## config.mk

```make
export PLATFORM = sky130hd
export DESIGN_NAME = down_counter_timecount_extender
export DESIGN_NICKNAME = d
export VERILOG_FILES = /design/src/rtl/core/dcte_pkg.sv /design/src/rtl/core/down_counter_timecount_extender.sv
export SDC_FILE = /design/constraint.sdc
export NUM_CORES = 1
export LEC_CHECK = 0
export ABC_AREA = 1
export BUFFER_PORTS_ARGS = -buffer_cell sky130_fd_sc_hd__buf_2
export CORE_MARGIN = 2
export CORE_UTILIZATION = 35
export DETAILED_ROUTE_END_ITERATION = 7
export GPL_TIMING_DRIVEN = 0
export HOLD_SLACK_MARGIN = 0.03
export PLACE_DENSITY = 0.52
export SYNTH_ARGS = -nofsm -noshare
export SYNTH_HDL_FRONTEND = slang
export SYNTH_SLANG_ARGS = --single-unit
```

## constraint.sdc

```tcl
create_clock -name clock -period 6.4 [get_ports clock]
set_clock_uncertainty 0.1 [all_clocks]
set_input_delay 1.28 -clock clock [delete_from_list [all_inputs] [get_ports clock]]
set_output_delay 1.28 -clock clock [all_outputs]
set_load 0.1 [all_outputs]
```

## src/rtl/core/dcte_pkg.sv

```systemverilog
// Package for the down-counter timecount extender.
// Holds request/response widths, CSR indexes, opcodes and wrap constants.
// No dependencies.
package dcte_pkg;

   // Raw timer and extended count widths
   localparam int unsigned RAW_W   = 16;
   localparam int unsigned COUNT_W = 32;

   // Request tdata: raw_count, tick_pending, pic_pending, cpu_irq_enabled, padding
   localparam int unsigned REQ_DATA_W = 24;
   localparam int unsigned RSP_DATA_W = 32;

   // CSR port
   localparam int unsigned CSR_INDEX_W = 1;
   localparam int unsigned CSR_DATA_W  = 16;

   typedef enum logic [CSR_INDEX_W-1:0] {
      REG_MAX_COUNT   = 1'b0,
      REG_EXTEND_MODE = 1'b1
   } csr_index_type;

   typedef enum logic {
      OP_READ = 1'b0,
      OP_TICK = 1'b1
   } opcode_type;

   // Reset values of the CSRs
   localparam logic [RAW_W-1:0] MAX_COUNT_RESET   = 16'hFFFF;
   localparam logic             EXTEND_MODE_RESET = 1'b1;

   // An elapsed count below this is taken as evidence of a fresh wrap
   localparam logic [COUNT_W-1:0] WRAP_NEAR_ZERO = 32'd20;

   // One request after the input register
   typedef struct packed {
      logic             cpu_irq_enabled;
      logic             pic_pending;
      logic             tick_pending;
      logic [RAW_W-1:0] raw_count;
      opcode_type       opcode;
   } req_type;

endpackage

```

## src/rtl/core/down_counter_timecount_extender.sv

```systemverilog
// Top level of the down-counter timecount extender.
// Input register, single-pass extend logic, result register with state.
// Depends on dcte_pkg.

// Extends a 16-bit down-counting periodic timer into a monotonic 32-bit count.
// A read request (tuser = 0) returns one response with max_count - raw_count
// plus the accumulated period offset in extend mode; a tick request (tuser = 1)
// credits one period unless a read already did and returns nothing. One request
// is taken every cycle unless a read is held up by an untaken response: each
// request is held in the input register, where a single compare-and-add against
// the offset state decides its result, and a read then waits in the response
// register until taken. CSR writes are taken at once and must only be issued
// while the block is idle.
module down_counter_timecount_extender
   import dcte_pkg::*;
(
   input  logic                   clock,
   input  logic                   reset,
   // Request channel
   input  logic                   req_tvalid,
   output logic                   req_tready,
   // tdata: raw_count[15:0], tick_pending[16], pic_pending[17],
   //        cpu_irq_enabled[18], zero[23:19]
   input  logic [REQ_DATA_W-1:0]  req_tdata,
   // tuser: opcode (0 read, 1 tick)
   input  logic                   req_tuser,
   // Response channel
   output logic                   rsp_tvalid,
   input  logic                   rsp_tready,
   // tdata: timecount[31:0]
   output logic [RSP_DATA_W-1:0]  rsp_tdata,
   // CSR write channel
   input  logic                   csr_valid,
   output logic                   csr_ready,
   input  logic [CSR_INDEX_W-1:0] csr_index,
   input  logic [CSR_DATA_W-1:0]  csr_data
);

   // CSRs
   logic [RAW_W-1:0]   max_count_ff;
   logic               extend_mode_ff;

   // Input register
   logic               req_valid_ff;
   req_type            req_ff;

   // Extension state
   logic [COUNT_W-1:0] last_elapsed_ff, last_elapsed_in;
   logic [COUNT_W-1:0] period_offset_ff, period_offset_in;
   logic               wrap_credited_ff, wrap_credited_in;

   // Response register
   logic               rsp_valid_ff;
   logic [COUNT_W-1:0] timecount_ff, timecount_in;

   logic               advance;
   logic               is_tick;
   logic [COUNT_W-1:0] max_wide;
   logic [COUNT_W-1:0] elapsed;
   logic               evident;
   logic               credit;
   logic [COUNT_W-1:0] offset_add;

   assign csr_ready = 1'b1;

   // Move the held request on when it has no response or the response slot frees up
   assign is_tick    = (req_ff.opcode == OP_TICK);
   assign advance    = req_valid_ff && (is_tick || !rsp_valid_ff || rsp_tready);
   assign req_tready = !req_valid_ff || advance;

   assign max_wide = {{(COUNT_W-RAW_W){1'b0}}, max_count_ff};
   assign elapsed  = max_wide - {{(COUNT_W-RAW_W){1'b0}}, req_ff.raw_count};

   // Wrap evidence and the decision to credit a period
   always_comb begin
      evident = (elapsed < WRAP_NEAR_ZERO) ||
                (!req_ff.cpu_irq_enabled && (elapsed < (max_wide >> 1)));
      credit  = 1'b0;
      if (is_tick) begin
         credit = !wrap_credited_ff;
      end else begin
         credit = (elapsed < last_elapsed_ff) ||
                  (!wrap_credited_ff &&
                   (req_ff.tick_pending || (evident && req_ff.pic_pending)));
      end
      offset_add = credit ? max_wide : '0;
   end

   // Next state and response value
   always_comb begin
      last_elapsed_in  = last_elapsed_ff;
      period_offset_in = period_offset_ff;
      wrap_credited_in = wrap_credited_ff;
      timecount_in     = elapsed;
      if (advance && extend_mode_ff) begin
         period_offset_in = period_offset_ff + offset_add;
         if (is_tick) begin
            wrap_credited_in = 1'b0;
            if (credit) begin
               last_elapsed_in = '0;
            end
         end else begin
            last_elapsed_in = elapsed;
            if (credit) begin
               wrap_credited_in = 1'b1;
            end
         end
      end
      if (extend_mode_ff) begin
         timecount_in = elapsed + period_offset_in;
      end
   end

   // Hold CSRs, input register, state and response
   always_ff @(posedge clock) begin
      if (reset) begin
         max_count_ff     <= MAX_COUNT_RESET;
         extend_mode_ff   <= EXTEND_MODE_RESET;
         req_valid_ff     <= 1'b0;
         last_elapsed_ff  <= '0;
         period_offset_ff <= '0;
         wrap_credited_ff <= 1'b0;
         rsp_valid_ff     <= 1'b0;
      end else begin
         if (csr_valid && csr_ready) begin
            case (csr_index)
               REG_MAX_COUNT:   max_count_ff   <= csr_data[RAW_W-1:0];
               REG_EXTEND_MODE: extend_mode_ff <= csr_data[0];
               default: ;
            endcase
         end
         if (req_tready) begin
            req_valid_ff <= req_tvalid;
         end
         last_elapsed_ff  <= last_elapsed_in;
         period_offset_ff <= period_offset_in;
         wrap_credited_ff <= wrap_credited_in;
         if (advance && !is_tick) begin
            rsp_valid_ff <= 1'b1;
         end else if (rsp_tready) begin
            rsp_valid_ff <= 1'b0;
         end
      end
   end

   // Payload registers
   always_ff @(posedge clock) begin
      if (req_tvalid && req_tready) begin
         req_ff.raw_count       <= req_tdata[RAW_W-1:0];
         req_ff.tick_pending    <= req_tdata[RAW_W];
         req_ff.pic_pending     <= req_tdata[RAW_W+1];
         req_ff.cpu_irq_enabled <= req_tdata[RAW_W+2];
         req_ff.opcode          <= opcode_type'(req_tuser);
      end
      if (advance && !is_tick) begin
         timecount_ff <= timecount_in;
      end
   end

   assign rsp_tvalid = rsp_valid_ff;
   assign rsp_tdata  = timecount_ff;

   // Offset state only moves when a request is processed
   a_state_hold: assert property (@(posedge clock) disable iff (reset)
      !advance |=> $stable(period_offset_ff) && $stable(last_elapsed_ff))
      else $error("extension state changed with no request processed");

   // Simple mode leaves the extension state alone
   a_simple_mode: assert property (@(posedge clock) disable iff (reset)
      (advance && !extend_mode_ff) |=> $stable(period_offset_ff) &&
         $stable(wrap_credited_ff))
      else $error("state changed in simple mode");

   // A tick in extend mode always clears the wrap mark
   a_tick_clears: assert property (@(posedge clock) disable iff (reset)
      (advance && is_tick && extend_mode_ff) |=> !wrap_credited_ff)
      else $error("tick left wrap mark set");

   // A response appears only from a processed read
   a_rsp_source: assert property (@(posedge clock) disable iff (reset)
      (!rsp_valid_ff || rsp_tready) && !(advance && !is_tick) |=> !rsp_valid_ff)
      else $error("response produced without a read");

   // A held response is never overwritten before it is taken
   a_rsp_no_overrun: assert property (@(posedge clock) disable iff (reset)
      (rsp_valid_ff && !rsp_tready) |-> !(advance && !is_tick))
      else $error("response overwritten while stalled");

endmodule
```

# Word level (Yosys, flattened, before mapping)
# Index checks and enable logic that the tools add are counted.
[word_totals] regBits=136 inputBits=47 output_inout_bits=35 wordCells=55
[op_classes] addsub=3 magnitude_cmp=3 eq_ne=1 n_mux=10 n_bitwise=1 n_reduce_logical=24
[ops] op="$mux 32" count=4
[ops] op="$add 32x16->32" count=1
[ops] op="$add 32x32->32" count=1
[ops] op="$lt 32x15->1" count=1
[ops] op="$lt 32x32->1" count=1
[ops] op="$lt 32x5->1 const B" count=1
[ops] op="$sub 16x16->17" count=1
[ops] op="$mux 16" count=1
[ops] op="$reduce_and 2->1" count=4
[ops] op="$logic_and 1x1->1" count=7
[ops] op="$logic_or 1x1->1" count=6
[ops] op="$logic_not 1->1" count=5
[ops] op="$mux 1" count=5
[ops] op="$reduce_bool 2->1" count=2
[ops] op="$ne 2x1->1 const B" count=1
[ops] op="$not 1->1" count=1

# Longest topological paths before layout
[depth] word_depth=14 mapped_depth=56 mapped_depth_nobuf=55

# Worst setup path before layout
# Ideal clock, no wire load.
[synth_timing] path_kind="register to register" startpoint="reg max_count_ff[0]" endpoint="reg timecount_ff[31] (netlist: rsp_tdata[31]) (data pin)" setup_time_ns=0.286 t_arrival_ns=6.215 required_time_ns=6.014 path_slack_ns=-0.201 path_stages_with_launch=50 path_buffers=1 synth_period_minus_slack_ns=6.601 path_cell_list="dfxtp_1 -> inv_1 -> ha_1 -> fa_1 -> inv_1 -> nand3_1 -> nand2_2 -> nand2_2 -> a21oi_4 -> nand2_1 -> nand2_1 -> nand2_1 -> nand2_1 -> inv_1 -> ha_1 -> inv_1 -> o31ai_1 -> a21oi_1 -> [14 not listed] -> o21ai_1 -> nand3_1 -> nand2_1 -> nand2_1 -> xor2_1 -> inv_1 -> ha_1 -> a21oi_1 -> inv_1 -> a31oi_1 -> nor2_1 -> o21ai_0 -> nand3_1 -> a31oi_1 -> nand2_1 -> nand2_1 -> nor2_1 -> xor2_1"
[synth_between] elab_chain_cells=14 elab_cells_between_ends=16 classes_between="add/sub (3); order compare (3); mux (4); reduce/logical (6)"
[synth_rtl] item="start, declared" line_no="down_counter_timecount_extender.sv:40" text="logic [RAW_W-1:0] max_count_ff;"
[synth_rtl] item="start signal, assigned" line_no="down_counter_timecount_extender.sv:127" text="REG_MAX_COUNT: max_count_ff <= csr_data[RAW_W-1:0];"
[synth_rtl] item="$sub 16x16->17" line_no="down_counter_timecount_extender.sv:72" text="assign elapsed = max_wide - {{(COUNT_W-RAW_W){1'b0}}, req_ff.raw_count};"
[synth_rtl] item="$lt 32x15->1" line_no="down_counter_timecount_extender.sv:77" text="(!req_ff.cpu_irq_enabled && (elapsed < (max_wide >> 1)));"
[synth_rtl] item="$logic_and 1x1->1" line_no="down_counter_timecount_extender.sv:77"
[synth_rtl] item="$logic_or 1x1->1" line_no="down_counter_timecount_extender.sv:76" text="evident = (elapsed < WRAP_NEAR_ZERO) ||"
[synth_rtl] item="$logic_and 1x1->1" line_no="down_counter_timecount_extender.sv:84" text="(req_ff.tick_pending || (evident && req_ff.pic_pending)));"
[synth_rtl] item="$logic_or 1x1->1" line_no="down_counter_timecount_extender.sv:84"
[synth_rtl] item="$logic_and 1x1->1" line_no="down_counter_timecount_extender.sv:83" text="(!wrap_credited_ff &&"
[synth_rtl] item="$logic_or 1x1->1" line_no="down_counter_timecount_extender.sv:82" text="credit = (elapsed < last_elapsed_ff) ||"
[synth_rtl] item="$mux 1" line_no="down_counter_timecount_extender.sv:79" text="if (is_tick) begin"
[synth_rtl] item="$mux 16 (*)" line_no="down_counter_timecount_extender.sv:86" text="offset_add = credit ? max_wide : '0;"
[synth_rtl] item="$add 32x16->32 (*)" line_no="down_counter_timecount_extender.sv:96" text="period_offset_in = period_offset_ff + offset_add;"
[synth_rtl] item="$mux 32 (*)" line_no="down_counter_timecount_extender.sv:95" text="if (advance && extend_mode_ff) begin"
[synth_rtl] item="via period_offset_in[18]" line_no="down_counter_timecount_extender.sv:49" text="logic [COUNT_W-1:0] period_offset_ff, period_offset_in;"
[synth_rtl] item="$add 32x32->32 (*)" line_no="down_counter_timecount_extender.sv:110" text="timecount_in = elapsed + period_offset_in;"
[synth_rtl] item="$mux 32 (*)" line_no="down_counter_timecount_extender.sv:109" text="if (extend_mode_ff) begin"
[synth_rtl] item="via timecount_in[31]" line_no="down_counter_timecount_extender.sv:54" text="logic [COUNT_W-1:0] timecount_ff, timecount_in;"
[synth_rtl] item="end signal, assigned" line_no="down_counter_timecount_extender.sv:156" text="timecount_ff <= timecount_in;"
[synth_rtl] item="end, declared" line_no="down_counter_timecount_extender.sv:54"
# The timed path passes the listed nets; every way through them passes the cells marked *.
# A chain may end at the register's enable or synchronous reset.

# Worst setup path after layout
[layout_timing] startpoint="reg req_ff[1] (netlist bit)" endpoint="reg timecount_ff[31] (netlist: rsp_tdata[31]) (data pin)"
[layout_between] elab_chain_cells=14 elab_cells_between_ends=16 classes_between="add/sub (3); order compare (3); mux (4); reduce/logical (6)"
[layout_rtl] item="start, declared" line_no="down_counter_timecount_extender.sv:45" text="req_type req_ff;"
[layout_rtl] item="$sub 16x16->17 (*)" line_no="down_counter_timecount_extender.sv:72"
[layout_rtl] item="$lt 32x15->1" line_no="down_counter_timecount_extender.sv:77"
[layout_rtl] item="$logic_and 1x1->1" line_no="down_counter_timecount_extender.sv:77"
[layout_rtl] item="$logic_or 1x1->1" line_no="down_counter_timecount_extender.sv:76"
[layout_rtl] item="$logic_and 1x1->1" line_no="down_counter_timecount_extender.sv:84"
[layout_rtl] item="$logic_or 1x1->1" line_no="down_counter_timecount_extender.sv:84"
[layout_rtl] item="$logic_and 1x1->1" line_no="down_counter_timecount_extender.sv:83"
[layout_rtl] item="$logic_or 1x1->1 (*)" line_no="down_counter_timecount_extender.sv:82"
[layout_rtl] item="$mux 1 (*)" line_no="down_counter_timecount_extender.sv:79"
[layout_rtl] item="$mux 16 (*)" line_no="down_counter_timecount_extender.sv:86"
[layout_rtl] item="$add 32x16->32 (*)" line_no="down_counter_timecount_extender.sv:96"
[layout_rtl] item="$mux 32 (*)" line_no="down_counter_timecount_extender.sv:95"
[layout_rtl] item="via period_offset_in[16]" line_no="down_counter_timecount_extender.sv:49"
[layout_rtl] item="$add 32x32->32 (*)" line_no="down_counter_timecount_extender.sv:110"
[layout_rtl] item="$mux 32 (*)" line_no="down_counter_timecount_extender.sv:109"
[layout_rtl] item="via timecount_in[31]" line_no="down_counter_timecount_extender.sv:54"
# Marked as above.

==> results by group <==
Run status
  – Outcome: complete, but fails checks
  – Failing checks: setup timing

Timing
  – Final Cycle Share: 108%
  – Setup ws final: -0.516 ns
  – Final min period: 6.92 ns
  – Final Hold Viols: 0
  – Maximum clock rate: 145 MHz
  – Slew Viols, Final: 0
  – RSZ-0062 raised after global routing: true
  – # setup viols final: 23
  – Max transition margin: 8.66%
  – Slew @ Worst Pin: 1.37 ns

Synth
  – Mapped Avg Cell Area: 7.27 sq um
  – Synth cell types: 55
  – Synth Instances: 1,240
  – Mapped cell area: 9010 sq um
  – Post-synth top flop: dfxtp_1
  – Number of synthesized flops with an enable pin: 52
  – Sequential area share after synthesis: 32.7%
  – Proportion of synthesized area in mux cells: 0.222%
  – Post-synth top area cell: edfxtp_1
  – Combinational family with the most area after synthesis: simple AND/OR/NAND/NOR gates
  – Compound-Gate Fraction of Synth Area: 16.7%
  – Area contributors post-synth: edfxtp_1 17%, dfxtp_1 15%, ha_1 13%, nand2_1 12%, inv_1 7.9%
  – Post-Synth Adder-Cell Area: 13.4%
  – Post-synth top area share: 17.3%
  – Post-synthesis net count: 1,382
  – Synth Area in Simple Gates: 24.2%
  – XOR/XNOR Fraction of Synth Area: 3.50%
  – Ys Warns: 0
  – Synth async-reset ratio: 0%
  – Yosys reg bits: 121

Final layout
  – Final #Nets: 1,568
  – Area Growth Syn to Fin: 43.5%
  – Share of layout cells above drive strength 1: 36.8%
  – Most frequent cells in the layout: 234 x nand2_1, 162 x inv_1, 85 x a21oi_1, 76 x buf_2, 75 x buf_4
  – Post-route insts no fill: 1,769
  – Most common cell after layout, fill and taps aside: nand2_1
  – # diodes: 0
  – Fin area: 12,900 sq um

CTS
  – H-tree depth: 4
  – Worst-skew pair later-pin latency: 0.44 ns
  – Hold-fix buffers, CTS: 0
  – Clk slew on worst S/H paths: 0.06 ns
  – CTS root buffer: clkbuf_16
  – Clock tree buffer depth: 2
  – TritonCTS Buffers: 17
  – CTS tree: built
  – Clk sinks: 121

GRT
  – Congestion Overflow GR: 0
  – Largest net degree at the start of global routing: 33
  – First-pass GRT wire length: 43,700 um
  – Global Route Usage Sum: 21.2%
  – Initial antenna violation count: 0
  – Vias in the first global route: 8,252

Critical path
  – Critical R2R Launch: req_ff[1]
  – Critical path class: flop to flop
  – Crit. End Element: flop
  – Worst setup SP type: flop
  – CP Launch Point: req_ff[1]
  – Crit path required time: 6.43 ns
  – CP max FO: 7
  – Critical path's largest stage delay: 0.42 ns
  – Crit path DAT: 6.95 ns
  – Critical path's slowest cell: edfxtp_1
  – Worst path most repeated cell: nand2_2

Die
  – Placeable Area: 25,300 sq um
  – Die area: 27,000 sq um
  – Rows: 58
  – Io pins: 82
  – Vert. Die Dim: 164 um
  – Die W: 164 um
  – Starting density of the core: 35.7%

Route
  – Avg WL per Cell: 16.7 um
  – 1st-iter DRT viols: 525
  – Remaining antenna violation count after routing: 0
  – Via count: 8,931
  – Vias per cell: 5.05
  – DR pass1 iterations: 4
  – # DRC: 0
  – WL final: 29,600 um

Power
  – Net Sw Frac: 41.5%
  – Cell Int Power: 0.00224 W
  – Pwr dens: 296 nW/um^2
  – Switching power: 0.00159 W
  – Pleak: 5.64 nW
  – Clock network fraction of total power: 25.8%
  – Combinational power share: 50.5%
  – Max IR drop VDD: 0.183 mV
  – Reg power frac: 23.6%

Job
  – Maxcap violations: 0

Placed design
  – GPL Wtd Cong: 0.883
  – Hpwl dp: 20,700 um
  – Placed insts: 1,646
  – Buffers on Ports: 75
  – Placed Area: 9860 sq um

Hold path
  – Hold Crit Start: last_elapsed_ff[1]
  – Hold Crit Class: flop to flop
per-layer routing:
layer | vias up | wire [um] | share of wire [%] | GRT usage (%)
met1 | 4171 | 14000 | 47 | 29.9
li1 | 4489 | - | - | -
met4 | 0 | 653 | 2.2 | 6.09
met3 | 44 | 1470 | 5.0 | 2.91
met5 | - | 0 | 0 | 0
met2 | 227 | 13500 | 46 | 33.9
kinds of logic (layout without fill, tap and decap cells):
kind of cell / Yosys count / after routing
AOI/OAI and AO/OA: 262 / 263
xor gates and xnor gates: 36 / 36
adders and majority gates: 95 / 95
buffers and inverters: 216 / 414
DFF: 121 / 121
muxes: 2 / 2
other: 1 / 1
and+or+nand+nor: 507 / 507
what timing repair did:
action                                  CTS  global route
gates resized for setup                 189           232
endpoints found under the setup margin   27            26
setup buffers                            56            44
pin swaps                                68           112
gates cloned                              1             0
final cells by class:
class | instances | area (sq um)
Timing Repair Buffer | 166 | 1130
Multi-Input combinational cell | 904 | 7030
Clock inverter | 14 | 150
Tap cell | 330 | 413
Buffer | 24 | 111
Inverter | 192 | 728
Clock buffer | 18 | 429
Sequential cell | 121 | 2940
Fill cell | 2388 | 12300
flip-flops by register name, indices dropped and copies added (netlist names):
name,flops
period_offset_ff,32
last_elapsed_ff,17
req_valid_ff,1
wrap_credited_ff,1
rsp_tdata,32
is_tick,1
rsp_tvalid,1
extend_mode_ff,1
req_ff,19
max_count_ff,16
cells in the mapped netlist, types with 3 or more instances:
library cell,n
and2_1,5
clkbuf_1,19
or2_2,14
o21a_1,6
nor2_2,11
a21oi_1,136
o22ai_1,5
nor2_1,90
o221ai_1,3
o21bai_1,4
nand3_1,46
dfxtp_1,69
o211ai_1,17
xor2_1,22
o21ai_1,9
nor4_1,6
nand3_2,3
a31oi_1,6
o21ai_0,52
nor3_1,11
nand2_2,10
a211oi_1,4
inv_1,190
a21o_1,3
a21oi_2,4
nand2_1,291
edfxtp_1,52
xnor2_1,14
ha_1,92
fa_1,3
nand3b_1,3
nand4_1,10
worst paths after layout:
kind	cells past startpoint	end	slack, ns
worst max-delay path	49	rsp_tdata[31]	-0.52
worst min-delay path	2	last_elapsed_ff[1]	0.36
worst min register to register	2	last_elapsed_ff[1]	0.36
worst max register to register	49	rsp_tdata[31]	-0.52
through the flow:
stage	utilization, %	hold slack [ns]	setup TNS, ns	setup WS (ns)	total power [W]
final	51.2	0.365	-6.10	-0.516	0.00382
after global routing	51.2	0.386	-13.53	-0.896	0.00402
after CTS	46.0	0.365	-6.53	-0.599	0.00339
after detailed placement	39.0	0.356	-25.47	-1.48	0.00209
after global placement	39.0	0.354	-25.63	-1.50	0.00208
after floorplan	-	0.344	0	0.00908	0.00181
power by group through the flow:
stage          Sequential, W  Combinational [W]  Clock (W)
3_5_place_dp        0.000916            0.00117          0
6_report            0.000904            0.00193   0.000987
4_1_cts             0.000900            0.00149   0.000997
3_3_place_gp        0.000915            0.00117          0
2_1_floorplan        0.00102           0.000785          0
5_1_grt             0.000909            0.00208    0.00103
worst max-delay path, delay by kind of cell (launching register included):
kind	cells	cell delay [ns]
compound gates	12	1.78
xor+xnor	3	0.44
fa+ha+maj	6	1.55
buf+inv	4	0.48
flops	1	0.42
simple gates	24	1.82
(Power assumes the default switching activity.)
